`config.mk`:
```
export PLATFORM = sky130hd
export DESIGN_NAME = page_translation_fifo_cache
export DESIGN_NICKNAME = d
export VERILOG_FILES = /design/src/rtl/core/ptfc_pkg.sv /design/src/rtl/core/ptfc_ctrl.sv /design/src/rtl/core/ptfc_datapath.sv /design/src/rtl/core/page_translation_fifo_cache.sv
export SDC_FILE = /design/constraint.sdc
export NUM_CORES = 1
export LEC_CHECK = 0
export ABC_CLOCK_PERIOD_IN_PS = 5800
export BUFFER_PORTS_ARGS = -buffer_cell sky130_fd_sc_hd__buf_2
export CORE_ASPECT_RATIO = 0.5
export CORE_MARGIN = 2
export CORE_UTILIZATION = 38
export DETAILED_ROUTE_END_ITERATION = 6
export PLACE_DENSITY = 0.6
export SKIP_CTS_REPAIR_TIMING = 1
export SYNTH_ARGS = -nofsm -noshare
export SYNTH_HDL_FRONTEND = slang
export SYNTH_HIERARCHICAL = 1
export SYNTH_SLANG_ARGS = --single-unit
```
`constraint.sdc`:
```
create_clock -name clk -period 5.8 [get_ports clk]
set_input_delay 0.29 -clock clk [delete_from_list [all_inputs] [get_ports clk]]
set_output_delay 0.29 -clock clk [all_outputs]
set_load 0.05 [all_outputs]
```
`src/rtl/core/ptfc_pkg.sv`:
```
`timescale 1ns / 1ps
// ----------------------------------------------------------------------------
// ptfc_pkg
// Shared types and constants for the page translation ring cache.
// ----------------------------------------------------------------------------
package ptfc_pkg;

	localparam int FIELD_W          = 20;
	localparam int RING_ENTRIES_DEF = 16;
	localparam int CMD_W            = 2;
	localparam int S_TDATA_W        = 64;
	localparam int M_TDATA_W        = 24;

	typedef enum logic [CMD_W-1:0] {
		CMD_LOOKUP = 2'd0,
		CMD_INSERT = 2'd1,
		CMD_INVAL  = 2'd2,
		CMD_CLEAR  = 2'd3
	} cmd_e;

	typedef enum logic [1:0] {
		ST_IDLE,
		ST_SCAN,
		ST_WAIT
	} state_e;

	typedef struct packed {
		logic capture;
		logic scan_init;
		logic scan_run;
		logic do_insert;
		logic do_clear;
		logic res_load;
		logic out_load_zero;
		logic out_load_res;
	} ctl_t;

	typedef struct packed {
		logic ring_empty;
		logic scan_end;
		logic out_free;
	} sts_t;

endpackage

```
`src/rtl/core/ptfc_ctrl.sv`:
```
`timescale 1ns / 1ps
// ----------------------------------------------------------------------------
// ptfc_ctrl
// Controller: accepts transactions, runs the newest-to-oldest ring scan and
// hands the result to the output register.
// ----------------------------------------------------------------------------
module ptfc_ctrl
	import ptfc_pkg::*;
(
	input  logic clk,
	input  logic arst_n,
	input  logic in_valid,
	output logic in_ready,
	input  cmd_e cmd,
	input  sts_t sts,
	output ctl_t ctl
);

	state_e state_q;
	state_e state_d;
	logic   accept;

	always_ff @(posedge clk or negedge arst_n) begin
		if (!arst_n) begin
			state_q <= ST_IDLE;
		end else begin
			state_q <= state_d;
		end
	end

	assign in_ready = (state_q == ST_IDLE) && sts.out_free;
	assign accept   = in_valid && in_ready;

	always_comb begin
		state_d = state_q;
		ctl     = '0;
		unique case (state_q)
			ST_IDLE: begin
				if (accept) begin
					unique case (cmd)
						CMD_LOOKUP, CMD_INVAL: begin
							if (sts.ring_empty) begin
								ctl.out_load_zero = 1'b1;
							end else begin
								ctl.capture   = 1'b1;
								ctl.scan_init = 1'b1;
								state_d       = ST_SCAN;
							end
						end
						CMD_INSERT: begin
							ctl.do_insert     = 1'b1;
							ctl.out_load_zero = 1'b1;
						end
						CMD_CLEAR: begin
							ctl.do_clear      = 1'b1;
							ctl.out_load_zero = 1'b1;
						end
						default: begin
							ctl.out_load_zero = 1'b1;
						end
					endcase
				end
			end
			ST_SCAN: begin
				ctl.scan_run = 1'b1;
				if (sts.scan_end) begin
					ctl.res_load = 1'b1;
					state_d      = ST_WAIT;
				end
			end
			ST_WAIT: begin
				if (sts.out_free) begin
					ctl.out_load_res = 1'b1;
					state_d          = ST_IDLE;
				end
			end
			default: begin
				state_d = ST_IDLE;
			end
		endcase
	end

endmodule

```
`src/rtl/core/ptfc_datapath.sv`:
```
`timescale 1ns / 1ps
// ----------------------------------------------------------------------------
// ptfc_datapath
// Ring pointers, entry memory, scan read stage, compare and output register.
// ----------------------------------------------------------------------------
module ptfc_datapath
	import ptfc_pkg::*;
#(
	parameter int RING_ENTRIES = RING_ENTRIES_DEF
) (
	input  logic               clk,
	input  logic               arst_n,
	input  ctl_t               ctl,
	output sts_t               sts,
	input  cmd_e               in_cmd,
	input  logic [FIELD_W-1:0] in_start,
	input  logic [FIELD_W-1:0] in_page,
	input  logic [FIELD_W-1:0] in_frame,
	input  logic               out_ready,
	output logic               out_valid,
	output logic               out_hit,
	output logic [FIELD_W-1:0] out_frame
);

	localparam int IDX_W = $clog2(RING_ENTRIES);
	localparam logic [IDX_W-1:0] LAST_IDX = IDX_W'(RING_ENTRIES - 1);

	typedef struct packed {
		logic [FIELD_W-1:0] tag;
		logic [FIELD_W-1:0] page;
		logic [FIELD_W-1:0] frame;
	} entry_t;

	function automatic logic [IDX_W-1:0] ring_next(input logic [IDX_W-1:0] idx);
		return (idx == LAST_IDX) ? '0 : idx + 1'b1;
	endfunction

	function automatic logic [IDX_W-1:0] ring_prev(input logic [IDX_W-1:0] idx);
		return (idx == '0) ? LAST_IDX : idx - 1'b1;
	endfunction

	entry_t             mem [RING_ENTRIES];
	logic               wr_en;
	logic [IDX_W-1:0]   wr_addr;
	entry_t             wr_data;

	logic [IDX_W-1:0]   oldest_q;
	logic [IDX_W-1:0]   next_free_q;
	logic [IDX_W-1:0]   next_free_inc;
	logic [IDX_W-1:0]   scan_ptr_q;
	logic               issue_done_q;
	logic               rd_issue;

	logic               rd_valid_s1;
	logic               rd_last_s1;
	logic [IDX_W-1:0]   rd_addr_s1;
	entry_t             rd_data_s1;

	cmd_e               cmd_q;
	logic [FIELD_W-1:0] start_q;
	logic [FIELD_W-1:0] page_q;

	logic               match;
	logic               res_hit_q;
	logic [FIELD_W-1:0] res_frame_q;
	logic               out_valid_q;
	logic               out_hit_q;
	logic [FIELD_W-1:0] out_frame_q;

	assign next_free_inc = ring_next(next_free_q);
	assign rd_issue      = ctl.scan_run && !issue_done_q && !sts.scan_end;

	assign match = rd_valid_s1 && (rd_data_s1.tag == start_q) &&
	               ((rd_data_s1.page == page_q) || (cmd_q != CMD_LOOKUP));

	assign sts.ring_empty = (oldest_q == next_free_q);
	assign sts.scan_end   = rd_valid_s1 && (match || rd_last_s1);
	assign sts.out_free   = !out_valid_q || out_ready;

	always_comb begin
		wr_en   = 1'b0;
		wr_addr = next_free_q;
		wr_data = '{tag: in_start, page: in_page, frame: in_frame};
		if (ctl.do_insert) begin
			wr_en = 1'b1;
		end else if (ctl.res_load && match && (cmd_q == CMD_INVAL)) begin
			wr_en   = 1'b1;
			wr_addr = rd_addr_s1;
			wr_data = '{tag: '0, page: rd_data_s1.page, frame: rd_data_s1.frame};
		end
	end

	always_ff @(posedge clk) begin
		if (wr_en) begin
			mem[wr_addr] <= wr_data;
		end
		if (rd_issue) begin
			rd_data_s1 <= mem[scan_ptr_q];
			rd_addr_s1 <= scan_ptr_q;
		end
	end

	always_ff @(posedge clk or negedge arst_n) begin
		if (!arst_n) begin
			oldest_q     <= '0;
			next_free_q  <= '0;
			scan_ptr_q   <= '0;
			issue_done_q <= 1'b0;
			rd_valid_s1  <= 1'b0;
			rd_last_s1   <= 1'b0;
			out_valid_q  <= 1'b0;
		end else begin
			if (ctl.do_clear) begin
				oldest_q    <= '0;
				next_free_q <= '0;
			end else if (ctl.do_insert) begin
				next_free_q <= next_free_inc;
				if (next_free_inc == oldest_q) begin
					oldest_q <= ring_next(oldest_q);
				end
			end
			if (ctl.scan_init) begin
				scan_ptr_q   <= ring_prev(next_free_q);
				issue_done_q <= 1'b0;
			end else if (rd_issue) begin
				scan_ptr_q   <= ring_prev(scan_ptr_q);
				issue_done_q <= (scan_ptr_q == oldest_q);
			end
			rd_valid_s1 <= rd_issue;
			if (rd_issue) begin
				rd_last_s1 <= (scan_ptr_q == oldest_q);
			end
			if (ctl.out_load_zero || ctl.out_load_res) begin
				out_valid_q <= 1'b1;
			end else if (out_ready) begin
				out_valid_q <= 1'b0;
			end
		end
	end

	always_ff @(posedge clk) begin
		if (ctl.capture) begin
			cmd_q   <= in_cmd;
			start_q <= in_start;
			page_q  <= in_page;
		end
		if (ctl.res_load) begin
			res_hit_q   <= match && (cmd_q == CMD_LOOKUP);
			res_frame_q <= (match && (cmd_q == CMD_LOOKUP)) ? rd_data_s1.frame : '0;
		end
		if (ctl.out_load_zero) begin
			out_hit_q   <= 1'b0;
			out_frame_q <= '0;
		end else if (ctl.out_load_res) begin
			out_hit_q   <= res_hit_q;
			out_frame_q <= res_frame_q;
		end
	end

	assign out_valid = out_valid_q;
	assign out_hit   = out_hit_q;
	assign out_frame = out_frame_q;

endmodule

```
`src/rtl/core/page_translation_fifo_cache.sv`:
```
`timescale 1ns / 1ps
// ----------------------------------------------------------------------------
// page_translation_fifo_cache
// Ring-organised translation cache mapping (process start, page) to frame.
//
//   channel  | direction | contents
//   ---------+-----------+-----------------------------------------------
//   s_axis   | in        | tuser: cmd; tdata: start, page, frame
//   m_axis   | out       | tuser: hit; tdata: frame_out
//
// Insert, clear, and lookup or invalidate on an empty ring load an empty
// result straight from idle. Lookup and invalidate read one ring entry per
// cycle through the single memory read port, newest first, stopping at a
// match; at most RING_ENTRIES-1 entries are read.
// Reset clears both pointers at once; entries need no clearing.
// A stalled m_axis holds the result and blocks s_axis until it is taken.
// ----------------------------------------------------------------------------
module page_translation_fifo_cache
	import ptfc_pkg::*;
#(
	parameter int RING_ENTRIES = RING_ENTRIES_DEF
) (
	input  logic                 clk,
	input  logic                 arst_n,
	input  logic                 s_axis_tvalid,
	output logic                 s_axis_tready,
	input  logic [S_TDATA_W-1:0] s_axis_tdata,  // process_start, virtual_page, frame_in, pad
	input  logic [CMD_W-1:0]     s_axis_tuser,  // cmd
	output logic                 m_axis_tvalid,
	input  logic                 m_axis_tready,
	output logic [M_TDATA_W-1:0] m_axis_tdata,  // frame_out, pad
	output logic                 m_axis_tuser   // hit
);

	ctl_t               ctl;
	sts_t               sts;
	logic [FIELD_W-1:0] frame_out;

	ptfc_ctrl u_ctrl (
		.clk      (clk),
		.arst_n   (arst_n),
		.in_valid (s_axis_tvalid),
		.in_ready (s_axis_tready),
		.cmd      (cmd_e'(s_axis_tuser)),
		.sts      (sts),
		.ctl      (ctl)
	);

	ptfc_datapath #(
		.RING_ENTRIES (RING_ENTRIES)
	) u_datapath (
		.clk       (clk),
		.arst_n    (arst_n),
		.ctl       (ctl),
		.sts       (sts),
		.in_cmd    (cmd_e'(s_axis_tuser)),
		.in_start  (s_axis_tdata[FIELD_W-1:0]),
		.in_page   (s_axis_tdata[2*FIELD_W-1:FIELD_W]),
		.in_frame  (s_axis_tdata[3*FIELD_W-1:2*FIELD_W]),
		.out_ready (m_axis_tready),
		.out_valid (m_axis_tvalid),
		.out_hit   (m_axis_tuser),
		.out_frame (frame_out)
	);

	assign m_axis_tdata = {(M_TDATA_W - FIELD_W)'(0), frame_out};

endmodule

```
==> impl_metrics.env, run 1 <==
export IMPL_outcome="complete, no violations"
export IMPL_clock_skew_ps=15.3
export IMPL_ys_ff_latch=1126
export IMPL_multiInputGateArea_um2=9390
export IMPL_ys_seq_area_share_pct=77.5
export IMPL_grtUsageMet3_pct=2.35
export IMPL_fin_tns_setup_ps=0
export IMPL_yosysTopAreaCellShare_pct=75.5
export IMPL_maxCapViolCount=0
export IMPL_grt_pass1_vias=20200
export IMPL_die_height_um=242
export IMPL_viasPerCell=5.35
export IMPL_pin_count=97
export IMPL_top_usage_layer="met2"
export IMPL_critPathMaxFanout=36
export IMPL_hold_ws_ps=41.1
export IMPL_coreArea_um2=113000
export IMPL_setup_worst_path_class="flop to flop"
export IMPL_fmax_mhz=200
export IMPL_synth_cells=1951
export IMPL_drive_above_1_share_pct=27.6
export IMPL_period_minus_slack_ps=4990
export IMPL_hold_start="m_axis_tready"
export IMPL_yosysUniqueCellTypes=59
export IMPL_synth_area_per_cell_um2=22.1
export IMPL_critPathSlowestCell="buf_4"
export IMPL_root_buffer="clkbuf_16"
export IMPL_dpl_hpwl_mm=49.9
export IMPL_start_util_pct=38.3
export IMPL_p_leak_uw=0.0157
export IMPL_grtUsageMet1_pct=24.8
export IMPL_crit_path_start_kind="flop"
export IMPL_powerDensity_nw_per_um2=435
export IMPL_peakVddDrop_mv=0.348
export IMPL_grt_setup_unrepaired="false"
export IMPL_async_reset_ff_share_pct=1.60
export IMPL_ff2ff_setup_slack_ps=810
export IMPL_crit_arrival_ps=5280
export IMPL_finalNetCount=2218
export IMPL_whs_path_depth=3
export IMPL_gr_total_overflow=0
export IMPL_hp_class="input port to flop"
export IMPL_place_congestion=0.721
export IMPL_drtAntennaViolNets=0
export IMPL_synthTopCellsByArea="edfxtp_1 (76%), mux4_2 (16%), nand2_1 (1.1%), dfrtp_1 (1.0%), dfxtp_1 (0.97%)"
export IMPL_portBuffers=88
export IMPL_path_delay_family="simple AND/OR/NAND/NOR gates"
export IMPL_clkLatencyLatePin_ps=670
export IMPL_numCtsBuffers=101
export IMPL_critPathRequiredTime_ps=6090
export IMPL_synthFlopType="edfxtp_1"
export IMPL_yosysMostFrequentCell="edfxtp_1"
export IMPL_syn_area_um2=43200
export IMPL_vias=20000
export IMPL_cpPeakStageDelay_ps=610
export IMPL_cts_sinks=1126
export IMPL_setup_viol=0
export IMPL_row_count=87
export IMPL_met2_usage_pct=25.9
export IMPL_pre_cts_slack_ps=800
export IMPL_grt_first_pass_wirelength_mm=142
export IMPL_htree_num_levels=3
export IMPL_crit_path_frequent_cell="buf_4"
export IMPL_r2r_end="u_datapath/mem[5][33]"
export IMPL_antenna_found_initial=3
export IMPL_path_cells="xor2_1, or4_4, nor4_4, a32o_2, a21o_2, and2_1, nor4bb_1, nand3_4, buf_4, nor4b_1, a21oi_1, nor2_4, buf_4"
export IMPL_regArea_um2=33500
export IMPL_synth_enable_flop_cells=1087
export IMPL_setup_slack_ps=807
export IMPL_areaGrowthSynthToFinish_pct=14.7
export IMPL_grt_total_usage_pct=16.6
export IMPL_period_share_pct=86.1
export IMPL_relSlewSlack_pct=26.3
export IMPL_yosysWarnings=6
export IMPL_drt_pre_antenna_iters=5
export IMPL_fin_util_pct=44.0
export IMPL_worstReg2RegStart="u_datapath/start_q[0]"
export IMPL_endpoint_kind="flop"
export IMPL_die_w_um=481
export IMPL_hold_violations=0
export IMPL_holdPathEnd="u_datapath/out_valid"
export IMPL_wl_mm=96.7
export IMPL_synth_common_cells="edfxtp_1 (1087), mux4_2 (300), nand2_1 (130), nor2_1 (61), clkbuf_1 (56)"
export IMPL_maxSlewViolCount=0
export IMPL_drc=0
export IMPL_clock_path_buffers=3
export IMPL_fp_dieArea_um2=117000
export IMPL_r2r_cells=13
export IMPL_cts_tree="done"
export IMPL_drt_initial_drc_count=1985
export IMPL_synth_largest_area_cell="edfxtp_1"
export IMPL_path_clk_slew_ps=60
export IMPL_cp_buffers_inverters=2
export IMPL_wl_per_cell_um=25.9
export IMPL_grt_max_degree=115
export IMPL_worstMarginPinSlew_ps=1110
export IMPL_n_fill_cell=9532
[tightest hold or removal path: stages]
cell and delay [ps]:
buf_2 90, nand2b_1 210, nand2_1 70
[kinds of logic after synthesis]
kind of cell,synth area share [%]
multiplexers,16.3
AO/OA/AOI/OAI,0.620
adder cells (fa/ha/maj),0.145
XOR/XNOR,1.11
buffers and inverters,1.11
AND/OR/NAND/NOR,3.16
flip-flops,77.5
other,0.00868
[area by class of cell]
| type | instances | share of cell area (%) |
|---|---|---|
| diodes | 2 | 0.0101 |
| inverters | 12 | 0.0959 |
| clock inverters | 50 | 0.861 |
| multi-input cells | 714 | 18.9 |
| clock buffers | 136 | 5.49 |
| repair buffers | 188 | 3.16 |
| well taps | 1513 | 3.82 |
| flip-flops and latches | 1126 | 67.6 |
[per-stage QoR]
stage / total power (uW) / area, um^2 / cells
2_1_floorplan: 13900 / 43200 / 1954
6_report: 21600 / 49600 / 3741
3_3_place_gp: 15300 / 46000 / 3509
4_1_cts: 21800 / 49100 / 3695
5_1_grt: 22400 / 49600 / 3739
3_5_place_dp: 15300 / 46000 / 3509
[where the power goes]
group / internal (uW) / leakage (uW) / switching, uW
clock: 3600 / 0.00153 / 2860
sequential: 9570 / 0.0102 / 510
combinational: 2500 / 0.00398 / 2510
[flip-flops by register name, indices dropped and copies added (netlist names)]
signal and cells:
u_datapath/mem 960, u_datapath/res_frame_q 20, u_datapath/cmd_q 2, u_datapath/page_q 20, u_datapath/out_hit 1, u_datapath/start_q 20
u_datapath/scan_ptr_q 4, u_datapath/res_hit_q 1, u_datapath/out_frame 20, u_ctrl/state_q 2, u_datapath/rd_last_s1 1, u_datapath/rd_valid_s1 1
u_datapath/oldest_q 4, u_datapath/out_valid 1, u_datapath/next_free_q 4, u_datapath/rd_addr_s1 4, u_datapath/issue_done_q 1, u_datapath/rd_data_s1 60
[per-layer routing]
layer / vias up / share of wire (%) / wire length [um]
met3: 122 / 5.3 / 5160
li1: 8438 / - / -
met1: 10900 / 45 / 44000
met2: 585 / 47 / 45900
met5: - / 0.022 / 21
met4: 4 / 1.7 / 1640
[worst max path at each step]
stage	from	to	slack, ps	depth (start not counted)
6_report	u_datapath/start_q[0]	u_datapath/mem[5][33]	810	13
3_5_place_dp	u_datapath/start_q[0]	u_datapath/mem[2][27]	800	13
5_1_grt	u_datapath/start_q[1]	u_datapath/mem[2][33]	560	13
4_1_cts	u_datapath/start_q[0]	u_datapath/mem[2][33]	760	13
3_3_place_gp	u_datapath/start_q[0]	u_datapath/mem[2][30]	870	13
2_1_floorplan	u_datapath/start_q[11]	u_datapath/mem[3][0]	-480	12
[cell usage in the layout (no fill, tap or decap), types with 5 or more instances in the layout]
cell type / n
buf_2: 88
bufinv_16: 7
nand4_1: 5
inv_1: 11
a21oi_1: 10
dfrtp_1: 15
nor4_1: 9
clkinv_1: 26
buf_4: 35
nor2_4: 16
clkbuf_16: 103
mux4_2: 300
xnor2_1: 21
ha_1: 5
clkbuf_1: 31
xor2_1: 34
nand2_1: 130
clkinv_2: 12
mux2i_1: 27
dfxtp_1: 21
edfxtp_1: 1087
buf_12: 21
dlygate4sd3_1: 44
o21ai_0: 7
nor2_1: 44
and2_1: 41
(Power assumes the default switching activity.)
==> run 2: changes to the inputs <==
--- a/config.mk
+++ b/config.mk
@@ -5,7 +5,7 @@
 export SDC_FILE = /design/constraint.sdc
 export NUM_CORES = 1
 export LEC_CHECK = 0
-export ABC_CLOCK_PERIOD_IN_PS = 5800
+export ABC_CLOCK_PERIOD_IN_PS = 4100
 export BUFFER_PORTS_ARGS = -buffer_cell sky130_fd_sc_hd__buf_2
 export CORE_ASPECT_RATIO = 0.5
 export CORE_MARGIN = 2
==> constraint.sdc (replaced) <==
create_clock -name clk -period 4.1 [get_ports clk]
set_input_delay 0.205 -clock clk [delete_from_list [all_inputs] [get_ports clk]]
set_output_delay 0.205 -clock clk [all_outputs]
set_load 0.05 [all_outputs]
==> run 2 against run 1 <==
Net effect:
- clock skew rose by 23 ps
- sequential power increased by 42%
- utilization is 1.3 points higher
- combinational power up 49%
- worst hold slack got worse by 31 ps
- cell area is 3.0% higher
- sequential cell count unchanged
- clock-buffer cell count down 5
- critical endpoint is now u_datapath/mem[12][47]
==> impl_metrics.env, run 2 (synthesis gave the netlist of run 1 again) <==
export IMPL_critPathRequiredTime_ps=4480
export IMPL_fin_util_pct=45.3
export IMPL_outcome="complete, no violations"
export IMPL_row_count=87
export IMPL_cts_tree="done"
export IMPL_fin_cells=3810
export IMPL_maxSlewViolCount=0
export IMPL_reg_top3="u_datapath/mem: 960 flops, u_datapath/rd_data_s1: 60 flops"
export IMPL_path_clk_slew_ps=70
export IMPL_p_total_uw=31400
export IMPL_hold_ws_ps=10.3
export IMPL_grt_total_usage_pct=16.9
export IMPL_dpl_hpwl_mm=57.4
export IMPL_maxCapViolCount=0
export IMPL_drt_initial_drc_count=2057
export IMPL_powerDensity_nw_per_um2=615
export IMPL_drtAntennaViolNets=0
export IMPL_wl_per_cell_um=25.8
export IMPL_period_share_pct=96.6
export IMPL_crit_path_start_kind="flop"
export IMPL_worstReg2RegStart="u_datapath/start_q[4]"
export IMPL_drive_above_1_share_pct=31.1
export IMPL_crit_path_start="u_datapath/start_q[4]"
export IMPL_peakVddDrop_mv=0.358
export IMPL_layout_common_cells="edfxtp_1 (1087), mux4_2 (300), nand2_1 (127)"
export IMPL_coreArea_um2=113000
export IMPL_fmax_mhz=252
export IMPL_p_leak_uw=0.0164
export IMPL_diodes=0
export IMPL_period_minus_slack_ps=3960
export IMPL_areaGrowthSynthToFinish_pct=18.1
export IMPL_pin_count=97
export IMPL_swShare_pct=27.7
export IMPL_worstMarginPinSlew_ps=1070
export IMPL_r2r_end="u_datapath/mem[12][47]"
export IMPL_ff2ff_setup_slack_ps=140
export IMPL_final_common_cell="edfxtp_1"
export IMPL_endpoint_kind="flop"
export IMPL_comb_power_share_pct=23.7
export IMPL_root_buffer="clkbuf_16"
export IMPL_die_w_um=481
export IMPL_pwr_share_seq_pct=45.5
export IMPL_cts_sinks=1126
export IMPL_start_util_pct=38.3
export IMPL_largest_reg_flops=960
export IMPL_drt_pre_antenna_iters=5
export IMPL_crit_path_end="u_datapath/mem[12][47]"
export IMPL_grt_max_degree=65
export IMPL_gr_total_overflow=0
export IMPL_setup_worst_path_class="flop to flop"
export IMPL_fp_dieArea_um2=117000
export IMPL_hp_class="input port to asynchronous set/reset pin"
export IMPL_die_height_um=242
export IMPL_critPathMaxFanout=19
export IMPL_regMostFlops="u_datapath/mem"
export IMPL_grt_setup_unrepaired="false"
export IMPL_clkPwrFrac_pct=30.8
export IMPL_clock_path_buffers=3
export IMPL_hold_violations=0
export IMPL_fin_tns_setup_ps=0
export IMPL_crit_arrival_ps=4340
export IMPL_place_congestion=0.732
export IMPL_dp_cells=3570
export IMPL_wl_mm=98.2
export IMPL_intPower_uw=22700
export IMPL_setup_viol=0
export IMPL_relSlewSlack_pct=28.4
export IMPL_vias=20300
export IMPL_grt_first_pass_wirelength_mm=143
export IMPL_htree_num_levels=3
export IMPL_antenna_found_initial=5
export IMPL_finalNetCount=2283
export IMPL_clock_skew_ps=38.1
export IMPL_r2r_cells=12
export IMPL_drc=0
export IMPL_clkLatencyLatePin_ps=710
export IMPL_grt_pass1_vias=20600
export IMPL_power_switching_uw=8690
export IMPL_portBuffers=88
export IMPL_numCtsBuffers=103
export IMPL_viasPerCell=5.33
==> run 2: cell count changes in the layout (fill, tap and decap cells not counted), moves of 3 or more <==
| cell | before | now |
|---|---|---|
| nand2_1 | 130 | 127 |
| buf_12 | 21 | 73 |
| clkbuf_1 | 31 | 20 |
| clkinv_2 | 12 | 24 |
| clkbuf_8 | 2 | 6 |
| buf_4 | 35 | 45 |
| clkinv_1 | 26 | 18 |
| clkinvlp_4 | 0 | 4 |
| clkinv_16 | 0 | 3 |
| nand2_2 | 0 | 3 |
==> run 2: power groups by stage <==
stage                     clock network [uW]  logic, uW  registers (uW)
after floorplan                            0       5470           14200
after global placement                     0       7470           14500
after detailed placement                   0       7530           14500
after CTS                               9880       7550           14300
after global routing                   10300       7950           14400
final                                   9690       7440           14300
==> run 2: metal layers <==
layer | global-route usage (%) | vias to the layer above | routed length, um
met5 | 0 | - | 34
met4 | 3.73 | 6 | 1510
met3 | 3.29 | 116 | 6060
met2 | 25.9 | 594 | 46300
met1 | 25.0 | 11000 | 44400
li1 | - | 8578 | -
==> run 2: worst min-delay path by stage <==
stage / start / end / slack (ps) / cells past startpoint
after CTS: arst_n / u_datapath/out_valid / -590 / 1
after floorplan: arst_n / u_ctrl/state_q[0] / -90 / 0
after detailed placement: arst_n / u_datapath/oldest_q[1] / 190 / 1
after global routing: arst_n / u_datapath/out_valid / 20 / 2
after global placement: arst_n / u_datapath/oldest_q[3] / 190 / 1
final: arst_n / u_datapath/next_free_q[3] / 10 / 2
==> run 2: per-stage QoR <==
step | instance area (um^2) | setup WS [ps]
2_1_floorplan | 43500 | -52.4
6_report | 51100 | 139
5_1_grt | 51100 | 7.25
4_1_cts | 50600 | 117
3_5_place_dp | 47200 | 144
3_3_place_gp | 47200 | 147
==> run 2: layout make-up <==
class	count	area, um^2
fill	9429	61700
sequential	1126	33500
multi-input combinational	714	9480
clock buffer	131	2790
timing repair buffer	251	2690
tap	1513	1890
clock inverter	63	633
inverter	12	47.5
==> run 2: critical path: stages, from the launching register on <==
cell      delay, ps
edfxtp_1        380
xor2_1          240
or4_4           570
nor4_4          400
a32o_2          290
a21o_2          110
and2_4          130
nor4bb_4        250
and3_2          430
a21boi_4        220
nor2_4          170
buf_12          190
buf_12          230
==> run 3: changes to the inputs <==
--- a/config.mk
+++ b/config.mk
@@ -11,9 +11,9 @@
 export CORE_MARGIN = 2
 export CORE_UTILIZATION = 38
 export DETAILED_ROUTE_END_ITERATION = 6
+export MAX_ROUTING_LAYER = met4
 export PLACE_DENSITY = 0.6
 export SKIP_CTS_REPAIR_TIMING = 1
 export SYNTH_ARGS = -nofsm -noshare
 export SYNTH_HDL_FRONTEND = slang
-export SYNTH_HIERARCHICAL = 1
 export SYNTH_SLANG_ARGS = --single-unit
==> run 3 against run 2 <==
Net effect:
- clock-buffer cell count increased by 13
- wire length down 0.28%
- total power fell by 1.6%
==> impl_metrics.env, run 3 <==
export IMPL_outcome="complete, no violations"
export IMPL_crit_arrival_ps=4010
export IMPL_start_util_pct=38.3
export IMPL_yosysUniqueCellTypes=55
export IMPL_regMostFlops="u_datapath.mem"
export IMPL_setup_worst_path_class="flop to flop"
export IMPL_ff2ff_setup_slack_ps=450
export IMPL_grt_pass1_vias=20300
export IMPL_path_cells="xnor2_1, nor4b_1, nand4_1, or3_4, mux2i_1, nor2_4, buf_12"
export IMPL_critPathSlowestCell="mux2i_1"
export IMPL_synthTopCellsByArea="edfxtp_1 (76%), mux4_2 (16%), nand2_1 (1.5%), dfrtp_1 (1.0%), dfxtp_1 (0.97%)"
export IMPL_syn_area_um2=43200
export IMPL_cpPeakStageDelay_ps=800
export IMPL_antenna_found_initial=1
export IMPL_yosysTopAreaCellShare_pct=75.6
export IMPL_cts_tree="done"
export IMPL_fp_dieArea_um2=117000
export IMPL_row_count=87
export IMPL_period_minus_slack_ps=3650
export IMPL_synth_cells=1984
export IMPL_synthFlopType="edfxtp_1"
export IMPL_drive_above_1_share_pct=27.2
export IMPL_hp_class="input port to asynchronous set/reset pin"
export IMPL_die_height_um=242
export IMPL_worstMarginPinSlew_ps=1050
export IMPL_cts_sinks=1126
export IMPL_portBuffers=88
export IMPL_wl_mm=98.0
export IMPL_powerDensity_nw_per_um2=621
export IMPL_yosysWarnings=0
export IMPL_relSlewSlack_pct=30.3
export IMPL_synth_common_cells="edfxtp_1 (1087), mux4_2 (300), nand2_1 (176), clkbuf_1 (76), and2_1 (40)"
export IMPL_layout_common_cells="edfxtp_1 (1087), mux4_2 (300), nand2_1 (176)"
export IMPL_reg_top3="u_datapath.mem: 960 flops, u_datapath.rd_data_s1: 60 flops"
export IMPL_ys_seq_area_share_pct=77.6
export IMPL_drc=0
export IMPL_gr_total_overflow=0
export IMPL_drt_pre_antenna_iters=6
export IMPL_setup_viol=0
export IMPL_critPathMaxFanout=50
export IMPL_period_share_pct=88.9
export IMPL_htree_num_levels=3
export IMPL_fmax_mhz=274
export IMPL_path_clk_slew_ps=60
export IMPL_place_congestion=0.768
export IMPL_pin_count=97
export IMPL_maxCapViolCount=0
export IMPL_async_reset_ff_share_pct=1.60
export IMPL_die_w_um=481
export IMPL_maxSlewViolCount=0
export IMPL_synth_largest_area_cell="edfxtp_1"
export IMPL_largest_reg_flops=960
export IMPL_root_buffer="clkbuf_16"
export IMPL_clock_path_buffers=3
export IMPL_cp_buffers_inverters=1
export IMPL_worstReg2RegStart="u_datapath.start_q[4]"
export IMPL_drtAntennaViolNets=0
export IMPL_viasPerCell=5.36
export IMPL_hold_ws_ps=145
export IMPL_n_fill_cell=9463
export IMPL_placed_cell_area_um2=46200
export IMPL_yosysMostFrequentCell="edfxtp_1"
export IMPL_drt_initial_drc_count=2293
export IMPL_r2r_cells=7
export IMPL_dpl_hpwl_mm=51.4
export IMPL_wl_per_cell_um=25.9
export IMPL_areaGrowthSynthToFinish_pct=15.1
export IMPL_path_delay_family="simple AND/OR/NAND/NOR gates"
export IMPL_grt_setup_unrepaired="false"
export IMPL_synth_enable_flop_cells=1087
export IMPL_final_common_cell="edfxtp_1"
export IMPL_synth_area_per_cell_um2=21.8
export IMPL_p_leak_uw=0.0158
export IMPL_critPathRequiredTime_ps=4460
export IMPL_grt_first_pass_wirelength_mm=142
export IMPL_final_design_area_no_fill_um2=49700
export IMPL_endpoint_kind="flop"
export IMPL_peakVddDrop_mv=0.349
export IMPL_diodes=0
export IMPL_fin_util_pct=44.1
export IMPL_hold_violations=0
export IMPL_r2r_end="u_datapath.mem[0][19]"
export IMPL_grt_total_usage_pct=17.3
export IMPL_crit_path_start_kind="flop"
export IMPL_coreArea_um2=113000
export IMPL_clkLatencyLatePin_ps=680
export IMPL_grt_max_degree=69
export IMPL_ys_ff_latch=1126
export IMPL_clock_skew_ps=27.7
export IMPL_vias=20300
export IMPL_finalNetCount=2266
export IMPL_numCtsBuffers=103
## run 3: changes by cell type after synthesis, moves of 5 or more
cell | before | now
nand2_1 | 130 | 176
nor2_1 | 61 | 25
mux2i_1 | 27 | 2
clkbuf_1 | 56 | 76
buf_2 | 27 | 11
a21oi_1 | 11 | 25
nor3_1 | 4 | 17
xnor2_1 | 21 | 12
nand2b_1 | 1 | 8
nor4_1 | 9 | 15
nor2b_1 | 0 | 5
xor2_1 | 34 | 39
## run 3: cell type report
class	instances	area (um^2)	share of cell area, %
inverters	14	52.6	0.106
clock buffers	144	2730	5.49
flip-flops and latches	1126	33500	67.4
clock inverters	46	327	0.657
well taps	1513	1890	3.81
multi-input cells	745	9410	18.9
repair buffers	200	1790	3.61
## run 3: worst register-to-register path, delay by kind of cell, from the launching register on
family / cells / cell delay, ps
flip-flops: 1 / 380
multiplexers: 1 / 800
XOR/XNOR: 1 / 370
buffers and inverters: 1 / 280
AND/OR/NAND/NOR: 4 / 1440
## run 3: logic make-up (layout without fill, tap and decap cells)
group / after synthesis / count (layout) / share of synthesized area, %
simple gates: 308 / 308 / 3.28
other cells: 1 / 4 / 0.00868
xor+xnor: 51 / 51 / 1.03
mux: 304 / 304 / 15.7
flops: 1126 / 1126 / 77.6
fa+ha+maj: 6 / 6 / 0.174
buf+inv: 116 / 404 / 1.09
compound gates: 72 / 72 / 1.09
## run 3: report_power, final
group	internal, uW	switching (uW)	leakage, uW
registers	13600	753	0.0102
clock network	4790	4100	0.00150
logic	3790	3840	0.00417
## run 3: how the worst max path moves through the flow
stage                                startpoint                     to  slack (ps)  cells after the start
final                     u_datapath.start_q[4]  u_datapath.mem[0][19]         450                      7
after detailed placement  u_datapath.start_q[4]  u_datapath.mem[0][19]         580                      7
after floorplan           u_datapath.start_q[5]   u_datapath.mem[0][0]        -720                      7
after global routing      u_datapath.start_q[4]  u_datapath.mem[1][19]         340                      9
after CTS                 u_datapath.start_q[4]  u_datapath.mem[0][14]         520                      7
after global placement    u_datapath.start_q[4]  u_datapath.mem[1][15]         560                      9
## run 3: metrics by stage
step / TNS [ps] / power, uW / setup WS (ps) / std cells
after floorplan: -346900 / 20000 / -719 / 1987
after global placement: 0 / 22300 / 560 / 3553
after detailed placement: 0 / 22400 / 576 / 3553
after CTS: 0 / 31200 / 517 / 3743
after global routing: 0 / 32200 / 339 / 3788
final: 0 / 30900 / 453 / 3788
## run 3: metal layers
layer / track usage (%) / vias up / share of wire [%]
li1: - / 8588 / -
met1: 24.5 / 11000 / 44
met2: 26.7 / 601 / 49
met3: 2.35 / 108 / 5.5
met4: 3.88 / 0 / 1.6
met5: - / - / 0
